`src/hw/rtl/bitmap_block_allocator_macros.svh`:
```
// Assertion macros shared by the bitmap block allocator RTL
`ifndef BITMAP_BLOCK_ALLOCATOR_MACROS_SVH
`define BITMAP_BLOCK_ALLOCATOR_MACROS_SVH
`ifndef SYNTHESIS
`define BBA_ASSERT(lbl, prop, msg) \
	lbl: assert property (@(posedge clk) disable iff (!arst_n) (prop)) else $error(msg);
`define BBA_ASSERT_NEXT(lbl, ante, cons, msg) \
	lbl: assert property (@(posedge clk) disable iff (!arst_n) (ante) |=> (cons)) else $error(msg);
`else
`define BBA_ASSERT(lbl, prop, msg)
`define BBA_ASSERT_NEXT(lbl, ante, cons, msg)
`endif
`endif

```
`src/hw/rtl/bba_pkg.sv`:
```
// Shared constants, codes and control types of the bitmap block allocator
`default_nettype none
package bba_pkg;
	localparam int unsigned NUM_BLOCKS_DEF  = 1024;
	localparam int unsigned BLOCK_BYTES_DEF = 4096;
	localparam int unsigned ROW_BITS = 32;
	localparam int unsigned BIT_W    = 5;

	localparam logic OP_ALLOC = 1'b0;
	localparam logic OP_FREE  = 1'b1;

	localparam logic [1:0] ST_OK     = 2'd0;
	localparam logic [1:0] ST_NOFREE = 2'd1;
	localparam logic [1:0] ST_NULL   = 2'd2;
	localparam logic [1:0] ST_RANGE  = 2'd3;

	typedef struct packed {
		logic cap;
		logic clr_we;
		logic rd_sel_free;
		logic hint_inc;
		logic res_nofree;
		logic alloc_wr;
		logic mul;
		logic add;
		logic fchk1;
		logic fchk2;
		logic div_est;
		logic div_fix;
		logic free_wr;
		logic load_out;
	} cmd_t;

	typedef struct packed {
		logic clr_last;
		logic hint_full;
		logic row_full;
		logic fail;
	} sts_t;

	function automatic logic [ROW_BITS-1:0] pad_mask(int unsigned valid_bits);
		logic [ROW_BITS-1:0] m;
		m = '0;
		for (int unsigned i = 0; i < ROW_BITS; i++) begin
			m[i] = (i >= valid_bits);
		end
		return m;
	endfunction
endpackage
`default_nettype wire

```
`src/hw/rtl/bba_ram.sv`:
```
// Generic single-write, single-read RAM with registered read data
`default_nettype none
module bba_ram #(
	parameter int unsigned WIDTH = 32,
	parameter int unsigned DEPTH = 32,
	parameter int unsigned AW = (DEPTH > 1) ? $clog2(DEPTH) : 1
) (
	input  logic             clk,
	input  logic             we,
	input  logic [AW-1:0]    waddr,
	input  logic [WIDTH-1:0] wdata,
	input  logic [AW-1:0]    raddr,
	output logic [WIDTH-1:0] rdata
);
	logic [WIDTH-1:0] mem [DEPTH];
	logic [WIDTH-1:0] rdata_q;

	always_ff @(posedge clk) begin
		if (we) begin
			mem[waddr] <= wdata;
		end
		rdata_q <= mem[raddr];
	end

	assign rdata = rdata_q;
endmodule
`default_nettype wire

```
`src/hw/rtl/bba_ctrl.sv`:
```
// Controller state machine of the bitmap block allocator
`default_nettype none
`include "bitmap_block_allocator_macros.svh"
module bba_ctrl (
	input  logic          clk,
	input  logic          arst_n,
	input  logic          in_valid,
	output logic          in_stall,
	input  logic          operation,
	output logic          out_valid,
	input  logic          out_stall,
	output bba_pkg::cmd_t cmd,
	input  bba_pkg::sts_t sts
);
	import bba_pkg::*;

	localparam logic [3:0] S_CLR   = 4'd0;
	localparam logic [3:0] S_IDLE  = 4'd1;
	localparam logic [3:0] S_ACHK  = 4'd2;
	localparam logic [3:0] S_AEVAL = 4'd3;
	localparam logic [3:0] S_AMUL  = 4'd4;
	localparam logic [3:0] S_AADD  = 4'd5;
	localparam logic [3:0] S_FCHK1 = 4'd6;
	localparam logic [3:0] S_FCHK2 = 4'd7;
	localparam logic [3:0] S_FDIV  = 4'd8;
	localparam logic [3:0] S_FRD   = 4'd9;
	localparam logic [3:0] S_FWR   = 4'd10;
	localparam logic [3:0] S_OUT   = 4'd11;
	localparam logic [3:0] S_FFIX  = 4'd12;

	logic [3:0] state_q;
	logic [3:0] state_d;
	logic       out_valid_q;

	assign in_stall  = (state_q != S_IDLE);
	assign out_valid = out_valid_q;

	always_comb begin
		cmd     = '0;
		state_d = state_q;
		case (state_q)
			S_CLR: begin
				cmd.clr_we = 1'b1;
				if (sts.clr_last) state_d = S_IDLE;
			end
			S_IDLE: begin
				if (in_valid) begin
					cmd.cap = 1'b1;
					state_d = (operation == OP_ALLOC) ? S_ACHK : S_FCHK1;
				end
			end
			S_ACHK: begin
				if (sts.hint_full) begin
					cmd.res_nofree = 1'b1;
					state_d        = S_OUT;
				end else begin
					state_d = S_AEVAL;
				end
			end
			S_AEVAL: begin
				if (sts.row_full) begin
					cmd.hint_inc = 1'b1;
					state_d      = S_ACHK;
				end else begin
					cmd.alloc_wr = 1'b1;
					state_d      = S_AMUL;
				end
			end
			S_AMUL: begin
				cmd.mul = 1'b1;
				state_d = S_AADD;
			end
			S_AADD: begin
				cmd.add = 1'b1;
				state_d = S_OUT;
			end
			S_FCHK1: begin
				cmd.fchk1 = 1'b1;
				state_d   = S_FCHK2;
			end
			S_FCHK2: begin
				cmd.fchk2 = 1'b1;
				state_d   = sts.fail ? S_OUT : S_FDIV;
			end
			S_FDIV: begin
				cmd.div_est = 1'b1;
				state_d     = S_FFIX;
			end
			S_FFIX: begin
				cmd.div_fix = 1'b1;
				state_d     = S_FRD;
			end
			S_FRD: begin
				cmd.rd_sel_free = 1'b1;
				state_d         = S_FWR;
			end
			S_FWR: begin
				cmd.rd_sel_free = 1'b1;
				cmd.free_wr     = 1'b1;
				state_d         = S_OUT;
			end
			S_OUT: begin
				if (!out_valid_q || !out_stall) begin
					cmd.load_out = 1'b1;
					state_d      = S_IDLE;
				end
			end
			default: begin
				state_d = S_IDLE;
			end
		endcase
	end

	always_ff @(posedge clk or negedge arst_n) begin
		if (!arst_n) begin
			state_q     <= S_CLR;
			out_valid_q <= 1'b0;
		end else begin
			state_q <= state_d;
			if (cmd.load_out) begin
				out_valid_q <= 1'b1;
			end else if (!out_stall) begin
				out_valid_q <= 1'b0;
			end
		end
	end

	`BBA_ASSERT(a_eval_has_row, (state_q == S_AEVAL) |-> !sts.hint_full, "scan past last row")
	`BBA_ASSERT(a_no_overwrite, cmd.load_out |-> (!out_valid_q || !out_stall), "result lost")
	`BBA_ASSERT_NEXT(a_accept_route, (in_valid && !in_stall), (state_q == S_ACHK || state_q == S_FCHK1), "bad dispatch")
endmodule
`default_nettype wire

```
`src/hw/rtl/bba_dp.sv`:
```
// Datapath of the bitmap block allocator: map RAM, scan hint, range check, divider, address
`default_nettype none
`include "bitmap_block_allocator_macros.svh"
module bba_dp #(
	parameter int unsigned NUM_BLOCKS  = bba_pkg::NUM_BLOCKS_DEF,
	parameter int unsigned BLOCK_BYTES = bba_pkg::BLOCK_BYTES_DEF
) (
	input  logic          clk,
	input  logic          arst_n,
	input  bba_pkg::cmd_t cmd,
	output bba_pkg::sts_t sts,
	input  logic [63:0]   free_address,
	input  logic          cfg_wen,
	input  logic [63:0]   cfg_wdata,
	output logic [63:0]   block_address,
	output logic [1:0]    status
);
	import bba_pkg::*;

	localparam int unsigned ROWS   = (NUM_BLOCKS + ROW_BITS - 1) / ROW_BITS;
	localparam int unsigned ROW_AW = (ROWS > 1) ? $clog2(ROWS) : 1;
	localparam int unsigned HW     = $clog2(ROWS + 1);
	localparam int unsigned IW     = ROW_AW + BIT_W;
	localparam int unsigned QW     = $clog2(NUM_BLOCKS);
	localparam int unsigned BBW    = $clog2(BLOCK_BYTES + 1);
	localparam int unsigned RW     = QW + BBW;
	localparam int unsigned MW     = QW + 2;
	localparam int unsigned EW     = QW + 1;
	localparam int unsigned PW     = IW + BBW;
	localparam logic [63:0]       LIMIT    = 64'(NUM_BLOCKS) * 64'(BLOCK_BYTES);
	localparam logic [BBW-1:0]    BB_C     = BBW'(BLOCK_BYTES);
	// ceil(2^RW / BLOCK_BYTES): estimate is exact or one too high for offsets below 2^RW
	localparam logic [MW-1:0]     RECIP    =
		MW'(((64'd1 << RW) + 64'(BLOCK_BYTES) - 64'd1) / 64'(BLOCK_BYTES));
	localparam logic [ROW_BITS-1:0] LAST_PAD = pad_mask(NUM_BLOCKS - (ROWS - 1) * ROW_BITS);

	logic [63:0]       base_q;
	logic [HW-1:0]     hint_q;
	logic [ROW_AW-1:0] clr_q;
	logic [63:0]       req_addr_q;
	logic              null_q;
	logic              borrow_q;
	logic [63:0]       diff_q;
	logic [EW-1:0]     est_q;
	logic [QW-1:0]     quo_q;
	logic [IW-1:0]     idx_q;
	logic [PW-1:0]     prod_q;
	logic [63:0]       res_addr_q;
	logic [1:0]        res_status_q;
	logic [63:0]       block_address_q;
	logic [1:0]        status_q;

	logic                ram_we;
	logic [ROW_AW-1:0]   ram_waddr;
	logic [ROW_AW-1:0]   ram_raddr;
	logic [ROW_BITS-1:0] ram_wdata;
	logic [ROW_BITS-1:0] ram_rdata;

	logic [ROW_AW-1:0]   hint_row;
	logic                hint_last;
	logic [ROW_BITS-1:0] masked;
	logic [BIT_W-1:0]    free_pos;
	logic [IW-1:0]       q_idx;
	logic [ROW_AW-1:0]   free_row;
	logic [BIT_W-1:0]    free_bit;
	logic [64:0]         diff_ext;
	logic [RW-1:0]       dvd;
	logic [RW+MW-1:0]    recip_prod;
	logic [RW:0]         back;

	bba_ram #(
		.WIDTH (ROW_BITS),
		.DEPTH (ROWS),
		.AW    (ROW_AW)
	) u_map (
		.clk   (clk),
		.we    (ram_we),
		.waddr (ram_waddr),
		.wdata (ram_wdata),
		.raddr (ram_raddr),
		.rdata (ram_rdata)
	);

	assign hint_row   = hint_q[ROW_AW-1:0];
	assign hint_last  = (hint_q == HW'(ROWS - 1));
	assign masked     = ram_rdata | (hint_last ? LAST_PAD : '0);
	assign q_idx      = IW'(quo_q);
	assign free_row   = q_idx[IW-1:BIT_W];
	assign free_bit   = q_idx[BIT_W-1:0];
	assign diff_ext   = {1'b0, req_addr_q} - {1'b0, base_q};
	assign dvd        = diff_q[RW-1:0];
	assign recip_prod = (RW+MW)'(dvd) * (RW+MW)'(RECIP);
	assign back       = (RW+1)'(est_q) * (RW+1)'(BB_C);
	assign ram_raddr  = cmd.rd_sel_free ? free_row : hint_row;

	always_comb begin
		free_pos = '0;
		for (int i = ROW_BITS - 1; i >= 0; i--) begin
			if (!masked[i]) free_pos = BIT_W'(i);
		end
	end

	always_comb begin
		ram_we    = 1'b0;
		ram_waddr = hint_row;
		ram_wdata = '0;
		if (cmd.clr_we) begin
			ram_we    = 1'b1;
			ram_waddr = clr_q;
		end else if (cmd.alloc_wr) begin
			ram_we    = 1'b1;
			ram_wdata = ram_rdata | (ROW_BITS'(1) << free_pos);
		end else if (cmd.free_wr) begin
			ram_we    = 1'b1;
			ram_waddr = free_row;
			ram_wdata = ram_rdata & ~(ROW_BITS'(1) << free_bit);
		end
	end

	always_comb begin
		sts.clr_last  = (clr_q == ROW_AW'(ROWS - 1));
		sts.hint_full = (hint_q == HW'(ROWS));
		sts.row_full  = &masked;
		sts.fail      = null_q | borrow_q | (diff_q >= LIMIT);
	end

	always_ff @(posedge clk or negedge arst_n) begin
		if (!arst_n) begin
			base_q <= '0;
			hint_q <= '0;
			clr_q  <= '0;
		end else begin
			if (cfg_wen) base_q <= cfg_wdata;
			if (cmd.clr_we) clr_q <= clr_q + ROW_AW'(1);
			if (cmd.hint_inc) begin
				hint_q <= hint_q + HW'(1);
			end else if (cmd.free_wr && (HW'(free_row) < hint_q)) begin
				hint_q <= HW'(free_row);
			end
		end
	end

	always_ff @(posedge clk) begin
		if (cmd.cap) req_addr_q <= free_address;
		if (cmd.fchk1) begin
			null_q   <= (req_addr_q == 64'd0);
			borrow_q <= diff_ext[64];
			diff_q   <= diff_ext[63:0];
		end
		if (cmd.fchk2) begin
			if (sts.fail) begin
				res_addr_q   <= '0;
				res_status_q <= null_q ? ST_NULL : ST_RANGE;
			end
		end
		if (cmd.div_est) est_q <= recip_prod[RW+EW-1:RW];
		if (cmd.div_fix) begin
			quo_q <= (back > (RW+1)'(dvd)) ? QW'(est_q - EW'(1)) : QW'(est_q);
		end
		if (cmd.res_nofree) begin
			res_addr_q   <= '0;
			res_status_q <= ST_NOFREE;
		end
		if (cmd.alloc_wr) idx_q <= {hint_row, free_pos};
		if (cmd.mul) prod_q <= PW'(idx_q) * PW'(BB_C);
		if (cmd.add) begin
			res_addr_q   <= base_q + 64'(prod_q);
			res_status_q <= ST_OK;
		end
		if (cmd.free_wr) begin
			res_addr_q   <= '0;
			res_status_q <= ST_OK;
		end
		if (cmd.load_out) begin
			block_address_q <= res_addr_q;
			status_q        <= res_status_q;
		end
	end

	assign block_address = block_address_q;
	assign status        = status_q;

	`BBA_ASSERT(a_hint_bound, hint_q <= HW'(ROWS), "scan hint beyond row count")
	`BBA_ASSERT(a_alloc_in_map, cmd.alloc_wr |-> ({hint_row, free_pos} < NUM_BLOCKS), "pad bit allocated")
	`BBA_ASSERT(a_free_in_map, cmd.free_wr |-> (q_idx < NUM_BLOCKS), "free index out of map")
endmodule
`default_nettype wire

```
`src/hw/rtl/bitmap_block_allocator.sv`:
```
// Top level of the bitmap block allocator: controller plus datapath
`default_nettype none
// First-fit allocator of NUM_BLOCKS blocks of BLOCK_BYTES bytes from the base on cfg_wdata.
// The used-bit map sits in a RAM of 32-bit rows; after reset a clearing pass writes
// ceil(NUM_BLOCKS/32) rows, one per cycle, with in_stall high. One item is worked at a
// time. An allocate runs check, evaluate, multiply and add states, repeating check and
// evaluate for each completely used row the scan steps over past the lowest-row hint (each
// row costs a RAM read and a check); a null or out-of-range free ends after its checks, a
// valid free gets the block index from a reciprocal multiply and a one-step correction.
// A finished result waits in the output register and the next item may be accepted meanwhile.
module bitmap_block_allocator #(
	parameter int unsigned NUM_BLOCKS  = bba_pkg::NUM_BLOCKS_DEF,
	parameter int unsigned BLOCK_BYTES = bba_pkg::BLOCK_BYTES_DEF
) (
	input  logic        clk,
	input  logic        arst_n,
	input  logic        in_valid,
	output logic        in_stall,
	input  logic        operation,
	input  logic [63:0] free_address,
	output logic        out_valid,
	input  logic        out_stall,
	output logic [63:0] block_address,
	output logic [1:0]  status,
	input  logic        cfg_wen,
	input  logic [63:0] cfg_wdata
);
	import bba_pkg::*;

	cmd_t cmd;
	sts_t sts;

	bba_ctrl u_ctrl (
		.clk       (clk),
		.arst_n    (arst_n),
		.in_valid  (in_valid),
		.in_stall  (in_stall),
		.operation (operation),
		.out_valid (out_valid),
		.out_stall (out_stall),
		.cmd       (cmd),
		.sts       (sts)
	);

	bba_dp #(
		.NUM_BLOCKS  (NUM_BLOCKS),
		.BLOCK_BYTES (BLOCK_BYTES)
	) u_dp (
		.clk           (clk),
		.arst_n        (arst_n),
		.cmd           (cmd),
		.sts           (sts),
		.free_address  (free_address),
		.cfg_wen       (cfg_wen),
		.cfg_wdata     (cfg_wdata),
		.block_address (block_address),
		.status        (status)
	);
endmodule
`default_nettype wire

```
`config.mk`:
```
export PLATFORM = sky130hd
export DESIGN_NAME = bitmap_block_allocator
export DESIGN_NICKNAME = d
export VERILOG_FILES = /design/src/hw/rtl/bba_pkg.sv /design/src/hw/rtl/bba_ram.sv /design/src/hw/rtl/bba_ctrl.sv /design/src/hw/rtl/bba_dp.sv /design/src/hw/rtl/bitmap_block_allocator.sv
export VERILOG_INCLUDE_DIRS = /design/src /design/src/hw/rtl
export SDC_FILE = /design/constraint.sdc
export NUM_CORES = 2
export LEC_CHECK = 0
export BUFFER_PORTS_ARGS = -buffer_cell sky130_fd_sc_hd__buf_2
export CAP_MARGIN = 20
export CORE_MARGIN = 5
export CORE_UTILIZATION = 60
export DETAILED_ROUTE_END_ITERATION = 8
export GPL_TIMING_DRIVEN = 1
export HOLD_SLACK_MARGIN = 0.15
export PLACE_DENSITY = 0.84
export SLEW_MARGIN = 0
export SYNTH_ARGS = -nofsm -noshare
export SYNTH_HDL_FRONTEND = slang
export SYNTH_SLANG_ARGS = --single-unit
```
`constraint.sdc`:
```
create_clock -name clk -period 6.35 [get_ports clk]
set_input_delay 0.3175 -clock clk [delete_from_list [all_inputs] [get_ports clk]]
set_output_delay 0.3175 -clock clk [all_outputs]
set_load 0.01 [all_outputs]
```
==> impl_metrics.json <==
{
  "register_area_mm2": 0.0418,
  "final-hold-violation-count": 0,
  "start_kind": "flip-flop",
  "synth_xor_area_frac": 0.0162,
  "p_int_mw": 20.2,
  "ys.flop_type": "edfxtp_1",
  "placedCellCount": 5308,
  "post_cts_resized": 0,
  "clkPwrFrac": 0.269,
  "use_met1": 0.399,
  "yosysSeqAreaShare": 0.704,
  "track_usage": 0.312,
  "routedWlPerCell_um": 29.1,
  "synth_compound_area_frac": 0.0556,
  "synth_fa_ha_area_frac": 0.0205,
  "grt_pass1_wl_mm": 247,
  "setup_tns_ns": 0,
  "pin_count": 202,
  "setup_viol": 0,
  "cts_setup_buffers": 0,
  "synth_edf_count": 1261,
  "crit_slowest_cell": "nor2_4",
  "clk_pin_slew_ns": 0.06,
  "p_switching_mw": 10.8,
  "synth_mux_area_frac": 0.100,
  "grt_max_degree": 132,
  "root_buffer": "clkbuf_16",
  "clk_path_buf_depth": 3,
  "via_count": 38400,
  "critPathBufInv": 2,
  "dp_hpwl_mm": 93.6,
  "die_h_um": 325,
  "tritoncts": "built",
  "drive_above_1_share": 0.190,
  "worstPathRequired_ns": 6.79,
  "drt-initial-drc-count": 5747,
  "synth.distinct_cells": 71,
  "path_class": "reg -> reg",
  "start_util": 0.604,
  "use_met2": 0.518,
  "detail_route.vias_per_cell": 6.73,
  "drt_first_pass_iters": 6,
  "finalNetCount": 4533,
  "relSlewSlack": 0.219,
  "worstMarginPinSlew_ns": 1.17,
  "arrival_ns": 4.93,
  "slew_viol_final": 0,
  "antenna_found_initial": 7,
  "pwr-share-comb": 0.320,
  "core_area_mm2": 0.0983,
  "min_period_ns": 4.49,
  "switching_share": 0.348,
  "crit_top_cell": "nand2_1",
  "multi_input_area_mm2": 0.0168,
  "rsz0062_at_grt": "false",
  "synth_top_family_by_area": "multiplexers",
  "top_usage_layer": "met2",
  "crit_family": "simple AND/OR/NAND/NOR gates",
  "clock_sinks": 1439,
  "yosys_warnings": 0,
  "period_share": 0.707,
  "drt-total-wl_mm": 166,
  "grtUsageMet3": 0.0688,
  "end_kind": "flip-flop",
  "status": "complete, no violations",
  "die_width_um": 325,
  "syn_inst": 3901,
  "n_fill_cell": 5735,
  "fmax_ghz": 0.223,
  "ys_ff_latch": 1439,
  "htreeDepth": 4,
  "syn_area_per_cell_um2": 15.2,
  "drc": 0,
  "async_reset_ff_frac": 0.0556,
  "fin_skew_ns": 0.0371,
  "p_leak_nw": 24.2,
  "grt_overflow": 0,
  "area_growth_pct": 15.5,
  "hold_path.class": "in -> reg",
  "ant_nets": 0,
  "cap_violations": 0,
  "ir_drop_uv": 656,
  "clock_latency_ns": 0.78,
  "cts_inserted_buffers": 141,
  "grt_pass1_vias": 38800,
  "power_density_mw_per_mm2": 451,
  "port-buffer-count": 201,
  "syn_area_mm2": 0.0594,
  "gp_congestion": 0.910,
  "crit_path_max_fanout": 44,
  "max_stage_delay_ns": 0.91,
  "pwr-share-seq": 0.411,
  "yosys.area_share.simple": 0.0837,
  "rows": 115,
  "syn_nets": 4131,
  "crit_chain": "nand2_1 > nor3_1 > and2_1 > buf_4 > nand2_1 > nand2_1 > nand2_1 > nor2_4 > buf_4",
  "dieArea_mm2": 0.105,
  "instances_no_fill": 5709
}
-- flip-flops by register name (all words and copies together), names as in the netlist, 5 cells and up --
signal and flops:
u_dp.idx_q 10, u_dp.req_addr_q 64, u_dp.hint_q 6, u_dp.u_map.rdata 32
u_dp.clr_q 5, u_dp.block_address 64, u_dp.q_idx 10, u_dp.u_map.mem 1024
u_dp.diff_q 64, u_dp.est_q 11, u_dp.base_q 64, u_dp.res_addr_q 64
u_dp.prod_q 10
-- cell families (layout without fill, tap and decap cells) --
family / after synthesis / after routing
other cells: 0 / 4
compound gates: 577 / 577
xor+xnor: 110 / 110
flops: 1439 / 1439
mux: 273 / 273
fa+ha+maj: 96 / 96
simple gates: 1107 / 1107
buf+inv: 299 / 816
-- final timing paths --
kind	cells after the start	to	slack, ns	startpoint
max reg2reg	9	u_dp.u_map.mem[10][6]	1.86	u_ctrl.state_q[1]
min	2	u_dp.req_addr_q[16]	0.27	free_address[16]
min in group asynchronous	3	u_dp.base_q[58]	0.37	arst_n
max in group asynchronous	3	u_dp.base_q[57]	5.19	arst_n
min reg2reg	0	u_dp.prod_q[19]	0.41	u_dp.idx_q[7]
max	9	u_dp.u_map.mem[10][6]	1.86	u_ctrl.state_q[1]
-- cells in the mapped netlist (all sizes together), types with 3 or more instances --
cell type	number	area share
o211ai	15	0.0019
or4	4	0.00051
o21ai	266	0.022
nand4	29	0.0031
o21a	13	0.0016
a31o	3	0.00044
or2	5	0.00053
or3	12	0.0013
xnor2	81	0.012
and3b	4	0.00059
a31oi	15	0.0016
a211oi	9	0.0012
nand2b	16	0.0017
nor2b	16	0.0017
edfxtp	1261	0.64
ha	94	0.020
a21boi	9	0.0011
inv	125	0.0079
nor2	122	0.0077
o31ai	5	0.00063
a21o	29	0.0037
nor3	47	0.0040
nand3	222	0.019
o2111ai	5	0.00074
mux2i	15	0.0025
nand2	539	0.034
dfxtp	98	0.033
xor2	29	0.0043
clkbuf	120	0.0077
and2	10	0.0011
nor4	47	0.0049
mux4	256	0.097
a21oi	165	0.014
dfrtp	80	0.034
buf	54	0.0043
a221oi	3	0.00044
and3	21	0.0022
o21bai	18	0.0023
nor3b	6	0.00076
-- cells in the final DEF, fill, tap and decap left out, types with 80 or more instances in the layout --
master	n
buf_2	199
nand2_1	539
dfxtp_1	98
a21oi_1	163
nand3_1	222
dlygate4sd3_1	134
nor2_1	86
edfxtp_1	1261
ha_1	94
clkbuf_16	143
buf_4	84
dfrtp_1	80
xnor2_1	81
inv_1	124
mux4_2	256
o21ai_0	193
-- per-layer routing --
layer  vias up  wire length [µm]
li1      15800                 -
met1     18900             57600
met2      3130             81600
met3       577             18400
met4         0              8360
met5         -                 0
-- what timing repair did --
action	4_1_cts	5_1_grt
endpoints found under the setup margin	0	0
endpoints found under the hold margin	213	17
hold buffers	133	1
-- area by class of cell --
class / instances / area share
diodes: 4 / 0.000146
clock buffers: 188 / 0.0555
clock inverters: 70 / 0.0112
inverters: 125 / 0.00684
multi-input cells: 2163 / 0.245
flip-flops and latches: 1439 / 0.609
well taps: 1287 / 0.0235
repair buffers: 433 / 0.0484
-- power by group through the flow --
| stage | Sequential (mW) | Clock [mW] | Combinational, mW |
|---|---|---|---|
| final | 12.7 | 8.32 | 9.89 |
| after CTS | 12.7 | 8.34 | 9.73 |
| after floorplan | 12.6 | 0 | 6.42 |
| after global routing | 12.8 | 8.82 | 10.6 |
| after global placement | 12.8 | 0 | 9.07 |
| after detailed placement | 12.8 | 0 | 9.41 |
-- through the flow --
step	instance area [µm²]	worst slack, ns	total power [mW]	utilization	hold slack, ns
after global routing	68600	1.63	32.1	0.698	0.247
after CTS	68500	1.88	30.7	0.697	0.232
after detailed placement	62600	1.95	22.2	0.637	0.182
final	68600	1.86	30.9	0.698	0.267
after global placement	62400	2.11	21.8	0.635	0.181
after floorplan	59400	1.66	19.0	-	0.0219
(Power assumes the default switching activity.)
